<file path="src/hdl/dedup_ram.sv">
// generic ram with one write port and one read port, registered read
module dedup_ram #(
  parameter int unsigned Width = 8,
  parameter int unsigned Depth = 16
) (
  input  logic                     clk_i,
  input  logic                     we_i,
  input  logic [$clog2(Depth)-1:0] waddr_i,
  input  logic [Width-1:0]         wdata_i,
  input  logic [$clog2(Depth)-1:0] raddr_i,
  output logic [Width-1:0]         rdata_o
);
  logic [Width-1:0] mem [Depth];

  always_ff @(posedge clk_i) begin
    if (we_i) begin
      mem[waddr_i] <= wdata_i;
    end
    rdata_o <= mem[raddr_i];
  end
endmodule

</file>
<file path="config.mk">
export PLATFORM = sky130hd
export DESIGN_NAME = dedup_ram
export DESIGN_NICKNAME = d
export VERILOG_FILES = /design/src/hdl/dedup_ram.sv
export SDC_FILE = /design/constraint.sdc
export NUM_CORES = 1
export LEC_CHECK = 0
export BUFFER_PORTS_ARGS = -buffer_cell sky130_fd_sc_hd__buf_2
export CAP_MARGIN = 20
export CORE_MARGIN = 10
export CORE_UTILIZATION = 25
export CTS_BUF_LIST = sky130_fd_sc_hd__clkbuf_8
export CTS_CLUSTER_DIAMETER = 100
export DETAILED_ROUTE_END_ITERATION = 10
export GPL_TIMING_DRIVEN = 0
export MAX_ROUTING_LAYER = met4
export PLACE_DENSITY_LB_ADDON = 0.25
export SLEW_MARGIN = 40
export SYNTH_ARGS = -nofsm -noshare
export SYNTH_HDL_FRONTEND = slang
export SYNTH_SLANG_ARGS = --single-unit
</file>
<file path="constraint.sdc">
create_clock -name clk_i -period 2.31 [get_ports clk_i]
set_input_delay 0.231 -clock clk_i [delete_from_list [all_inputs] [get_ports clk_i]]
set_output_delay 0.231 -clock clk_i [all_outputs]
set_load 0.01 [all_outputs]
</file>
Yosys cells after proc, flatten, opt, wreduce, memory -nomap -nowiden
Memories as Yosys holds them, arrays and structs flattened. A register that Yosys moved wholly into a read port is not among the register bits.
Index checks and enable logic that the tools add are counted.

storage, ports and cells
  bits in writable memories = 128
  input port bits = 18
  memories = 1
  bits in registers = 0
  output and inout bits = 8

memories
  memory  depth  bits a word  rd ports  clocked after Yosys merged registers in  wr ports  line  source
  mem     16     8            1         1                                        1         13    logic [Width-1:0] mem [Depth];

operators by class
  mux-type cells = 2

operators with widths
  kind    count
  $mux 1  2

Longest topological paths before layout
Gate-level depths: netlist of the first run.

  depth after elaboration = 2
  depth in mapped cells = 5

Least setup slack after synthesis of the first run
No wires, ideal clock.

  kind = input port to flip-flop
  start = input waddr_i[2]
  end = memory mem[0][0] (enable)
  library setup time = 383 ps
  arrival = 1341 ps
  path slack = 586 ps
  required time = 1927 ps
  stages = 2
  path through = or3b_2 -> nor3_1

RTL lines
  item         line  source
  from (decl)  8     input logic [$clog2(Depth)-1:0] waddr_i,
  to (decl)    13

Straight into the memory's write port.

==> key figures, run 1 <==
Synth
  – Post-synth EDFFs: 128
  – Fraction of registers with async set/reset: 0
  – Register bit total from synthesis: 136
  – Cells after synthesis: 229
  – Seq/Total Area, Yosys: 0.7778
  – Synthesized net count: 247
  – Synthesis Warnings: 0
  – Main synth FF type: edfxtp_1
  – Syn_area_per_cell: 22.48 um2
  – Synthesized area: 5147 um2
  – Count of cell types in the netlist: 19

STA
  – Worst slew margin: 0.4631
  – Clock Skews: 12.57 ps
  – Final Hold Fails: 0
  – Final Max Slew Viols: 0
  – Tightest Pin Transition: 802.4 ps
  – Final setup margin: 789.4 ps
  – Period Utilization, post-route: 0.6583
  – RSZ-0062 raised after global routing: no
  – Max Fclk: 0.6576 GHz
  – Final setup fails: 0
  – Min cycle time layout: 1521 ps

Placed design
  – I/O Buffers: 24
  – DP HPWL: 7264 um
  – Pre-CTS setup slack: 378.3 ps
  – GPL Wtd Cong: 0.7614

Detailed routing
  – DR WL/cell: 20.00 um
  – Routed Antenna Nets: 0
  – Routed vias: 2,378
  – DRC violations left: 0
  – Initial DRC count: 141
  – 1st-pass router iterations: 4
  – Avg Vias per Cell: 4.285
  – DRT Wirelength: 11,100 um

Floorplan
  – Rows: 52
  – Die area: 26,730 um2
  – Die Wd: 163.5 um
  – I/O Pins: 26
  – Initial Util: 0.2544
  – Std-Cell Core Area: 20,230 um2
  – Die Span Y: 163.5 um

Final layout
  – P&R area growth vs syn: 16.94%
  – Layout cells sized above 1: 0.3298
  – # diodes: 0
  – # fillers: 1,962
  – Commonest non-fill, non-tap cell in the layout: edfxtp_1
  – Nets: 290
  – Commonest cells after routing, fill and taps aside: edfxtp_1, buf_2, mux4_2

Power
  – Pleak: 0.001919 uW
  – Pwr dens: 803.3 nW/um2
  – VDD IR max: 0.4328 mV
  – Tot Pwr: 4836 uW

Worst setup path
  – Top delay family on crit path: multiplexers
  – CP Launch Type: register
  – CP arrival: 1800 ps
  – Critical Path Max Stage Delay: 540 ps
  – CP Class: register to register
  – Buf+Inv Stages, Crit Path: 0
  – Crit Path Max Fanout: 1
  – Critical-path top delay cell: mux4_1
  – Worst Path Required: 2590 ps
  – Critical Path End Type: register
  – Worst path cell trace: mux4_1 -> a22oi_1 -> nand2_1

Clock tree
  – Hold buffer count at CTS: 0
  – Clock Tree Buf Depth: 2
  – Postcts setup bufs: 0
  – Htree depth: 4
  – Clock sink total: 136
  – CTS buffer count: 17
  – Clk_lat worst skew: 420 ps
  – Root buffer cell: clkbuf_8
  – Reg clk slew, reported paths: 80 ps
  – CTS tree: yes
  – PostCTS Resize Cnt: 0

Global route
  – M3 GR Usage: 0.03046
  – Vias in the first global route: 2,534
  – Met1 Usage GRT: 0.1145
  – GRT Total Usage: 0.08839
  – GRT busiest layer: met2
  – First-pass GRT wire length: 16,150 um
  – Grt ovf: 0
  – Initial antenna violation count: 0
  – Largest net degree at the start of global routing: 17
  – Met2 global-route usage: 0.1298

Run status
  – Status: completed

Job
  – Max cap viols: 0

Hold path
  – HP Class: input port to register
cells by family after synthesis:
logic type             share of synthesized area
AND/OR/NAND/NOR                          0.03184
buffers and inverters                    0.01677
AO/OA/AOI/OAI                            0.02334
flip-flops                                0.7778
multiplexers                              0.1502
cells in the mapped netlist (2+ instances only):
cell type | n | area, um2
clkdlybuf4s25_2 | 3 | 30.03
edfxtp_1 | 128 | 3844
buf_2 | 3 | 15.01
nor2_1 | 13 | 48.80
nand3b_1 | 2 | 15.01
nand2_1 | 9 | 33.78
nor3_1 | 4 | 20.02
nand2b_1 | 2 | 12.51
buf_6 | 3 | 33.78
mux4_2 | 18 | 405.4
mux4_1 | 14 | 367.9
a22oi_1 | 16 | 120.1
dfxtp_1 | 8 | 160.2
worst reg2reg max path, delay by kind of cell (launching register included):
kind               cells  cell delay, ps
AOI/OAI and AO/OA      1             330
DFF                    1             350
muxes                  1             540
and+or+nand+nor        1             160
where the power goes:
part,total [uW],internal (uW),switching [uW]
sequential,2770,2750,12.2
combinational,286,111,175
clock,1780,850,933
total,4840,3720,1120
area by class of cell:
class                   count  area [um2]  area share
clock buffers              17       234.0     0.03887
repair buffers             24       120.1     0.01995
well taps                 270       337.8     0.05612
multi-input cells          83        1110      0.1844
clock inverters            15       127.6     0.02120
flip-flops and latches    136        4004      0.6651
plain buffers              10       86.33     0.01434
flip-flops by register name (all words and copies together) (netlist names):
register  cells
mem         128
rdata_o       8
through the flow:
stage / TNS (ps) / hold slack (ps) / instances / instance area (um2) / util
CTS: 0 / 179.5 / 555 / 5995 / 0.2963
floorplan: 0 / 329.9 / 229 / 5147 / -
finish: 0 / 202.9 / 555 / 6020 / 0.2975
global route: 0 / 180.5 / 555 / 6020 / 0.2975
detailed placement: 0 / 633.7 / 523 / 5633 / 0.2784
global placement: -97.72 / 625.5 / 523 / 5605 / 0.2770
worst paths after layout:
| path | start | endpoint | slack [ps] | depth (start not counted) |
|---|---|---|---|---|
| max reg2reg | mem[1][0] | rdata_o[0] | 790 | 3 |
| min reg2reg | mem[14][3] | rdata_o[3] | 680 | 3 |
| min | wdata_i[6] | mem[5][6] | 200 | 1 |
| max | mem[1][0] | rdata_o[0] | 790 | 3 |
routing by layer:
| layer | up-vias | wire length, um |
|---|---|---|
| li1 | 1056 | - |
| met1 | 1259 | 5242 |
| met2 | 56 | 5194 |
| met3 | 7 | 581 |
| met4 | 0 | 81 |
| met5 | - | 0 |
(Power assumes the default switching activity.)
==> inputs of run 2 (changes only) <==
ABC_AREA = 1   (was unset)
clock period = 1.3 ns   (was 2.31 ns; I/O delays follow)
==> key figures, run 2 <==
Run status
  – Status: completed

Worst setup path
  – CP Launch Type: register
  – CP arrival: 1400 ps
  – Crit Path Max Fanout: 1
  – Worst Path Required: 1640 ps
  – Reg-to-Reg End: rdata_o[5]
  – RR Startpoint: mem[0][5]
  – R2R depth: 6
  – Reg-to-reg setup timing slack: 240 ps
  – Critical Path End Type: register
  – CP Class: register to register

Power
  – Sw Share: 0.2304
  – Comb power frac: 0.074
  – Pwr dens: 1354 nW/um2
  – VDD IR max: 0.6535 mV
  – Pleak: 0.002816 uW
  – Total net switching power: 2071 uW
  – Sequential share of power: 0.547
  – Clock Power Share: 0.379
  – Cell-internal power: 6919 uW

Synth
  – Synth top cells by count: nand2_1, edfxtp_1, inv_1
  – Main synth FF type: edfxtp_1
  – Dominant cells by area after synthesis: edfxtp_1, nand2_1, nand3_1, inv_1, dfxtp_1
  – Count leader, synth: nand2_1
  – Fraction of registers with async set/reset: 0
  – Synthesized area: 5767 um2
  – Seq/Total Area, Yosys: 0.6943
  – Post-synth EDFFs: 128
  – Register bit total from synthesis: 136
  – Cells after synthesis: 551
  – Syn_area_per_cell: 10.47 um2
  – Post-synth top area cell: edfxtp_1
  – Count of cell types in the netlist: 12
  – Synthesized net count: 569
  – Synthesis Warnings: 0
  – Share of the synthesized area in the top cell type: 0.6665

Final layout
  – # fillers: 2,319
  – P&R area growth vs syn: 15.10%
  – Biggest registers after layout: mem x128, rdata_o x8
  – Util after Layout: 0.2932
  – # diodes: 0
  – Layout cells sized above 1: 0.1391
  – Commonest cells after routing, fill and taps aside: nand2_1, edfxtp_1, inv_1
  – Top reg by flops: mem
  – Max reg flops: 128
  – Non-Filler Instances: 889
  – Commonest non-fill, non-tap cell in the layout: nand2_1
  – Nets: 610

Global route
  – GRT Total Usage: 0.1090
  – Vias in the first global route: 3,632
  – Largest net degree at the start of global routing: 17
  – Grt ovf: 0
  – First-pass GRT wire length: 22,580 um
  – Initial antenna violation count: 0

STA
  – Min cycle time layout: 1060 ps
  – Final Max Slew Viols: 0
  – Period Utilization, post-route: 0.8156
  – Tightest Pin Transition: 793.5 ps
  – RSZ-0062 raised after global routing: no
  – Final Hold Fails: 0
  – Clock Skews: 16.44 ps
  – Final setup margin: 239.8 ps
  – Final setup fails: 0
  – Final setup TNS: 0 ps
  – Max Fclk: 0.9432 GHz
  – Hold slack: 85.43 ps
  – Worst slew margin: 0.4691

Clock tree
  – CTS tree: yes
  – Hold buffer count at CTS: 0
  – Htree depth: 4
  – Clock Tree Buf Depth: 2
  – Root buffer cell: clkbuf_8
  – Clock sink total: 136
  – Postcts setup bufs: 0
  – Reg clk slew, reported paths: 80 ps
  – Clk_lat worst skew: 460 ps
  – CTS buffer count: 17
  – PostCTS Resize Cnt: 0

Detailed routing
  – DRC violations left: 0
  – DR WL/cell: 16.90 um
  – Initial DRC count: 362
  – Routed Antenna Nets: 0
  – 1st-pass router iterations: 7
  – Routed vias: 3,774
  – Avg Vias per Cell: 4.245
  – DRT Wirelength: 15,030 um

Job
  – Max cap viols: 0

Floorplan
  – Initial Util: 0.2547
  – Rows: 55
  – Die Span Y: 171.9 um
  – Std-Cell Core Area: 22,640 um2
  – Die area: 29,540 um2
  – I/O Pins: 26
  – Die Wd: 171.9 um

Hold path
  – Hold Crit Depth: 1
  – Hold path start: wdata_i[7]
  – HP Class: input port to register
  – Hold path endpoint: mem[15][7]

Placed design
  – Placed insts: 858
  – Pre-CTS setup slack: -322.9 ps
  – GPL Wtd Cong: 0.8419
  – I/O Buffers: 22
  – DP HPWL: 10,130 um
[run 2: cell types whose count changed in the layout (fill, tap and decap cells not counted), moves of 3 or more]
| cell | previous run | this run |
|---|---|---|
| mux4_1 | 14 | 0 |
| clkinvlp_4 | 5 | 0 |
| inv_1 | 1 | 103 |
| nand2_1 | 9 | 173 |
| mux4_2 | 18 | 0 |
| nand3_1 | 1 | 97 |
| clkinv_2 | 1 | 5 |
| a22oi_1 | 16 | 0 |
| inv_6 | 4 | 0 |
| nor2_2 | 8 | 11 |
| clkdlybuf4s25_2 | 3 | 0 |
| buf_6 | 3 | 6 |
| buf_2 | 27 | 35 |
| buf_4 | 1 | 4 |
[run 2: cell families after synthesis]
group,count (synthesis),synth area share
flops,136,0.6943
buf+inv,126,0.09525
simple gates,289,0.2105
[run 2: layout make-up]
cell class	count	area, um2	area share
multi-input combinational	289	1241	0.1870
tap	285	356.6	0.05372
buffer	24	166.4	0.02507
inverter	102	382.9	0.05768
clock inverter	14	142.6	0.02149
sequential	136	4004	0.6032
clock buffer	17	234.0	0.03525
timing repair buffer	22	110.1	0.01659
[run 2: power by group through the flow]
stage / Sequential (uW) / Combinational [uW] / Clock [uW]
floorplan: 5030 / 346 / 0
global placement: 5020 / 660 / 0
detailed placement: 5020 / 669 / 0
CTS: 4920 / 672 / 3480
global route: 4920 / 740 / 3660
finish: 4920 / 664 / 3410
[run 2: worst max-delay path by stage]
stage	from	endpoint	slack [ps]	cells past startpoint
after detailed placement	waddr_i[2]	mem[9][5]	-320	3
final	mem[0][5]	rdata_o[5]	240	6
after global routing	waddr_i[2]	mem[10][5]	150	3
after floorplan	waddr_i[2]	mem[10][0]	220	2
after global placement	waddr_i[3]	mem[7][0]	-410	3
after CTS	waddr_i[2]	mem[9][5]	180	3
[run 2: stage by stage]
step / power (uW) / area (um2)
2_1_floorplan: 5377 / 5767
3_3_place_gp: 5676 / 6233
3_5_place_dp: 5686 / 6246
4_1_cts: 9072 / 6623
5_1_grt: 9326 / 6638
6_report: 8990 / 6638
[run 2: critical path, stage by stage, from the launching register on]
cell and delay (ps):
edfxtp_1 360, inv_1 60, nand2_1 50, nand3_1 80, nand3_1 150, nand3_1 170, nand2_1 90
[run 2: layer usage]
layer  vias to the layer above  part of all wire  wire (um)  GRT usage
met5                         -                 0          0          -
met4                         0             0.020        305    0.04310
met3                        24             0.045        681    0.02348
met2                        94              0.44       6663     0.1618
met1                      1802              0.49       7375     0.1426
li1                       1854                 -          -          -
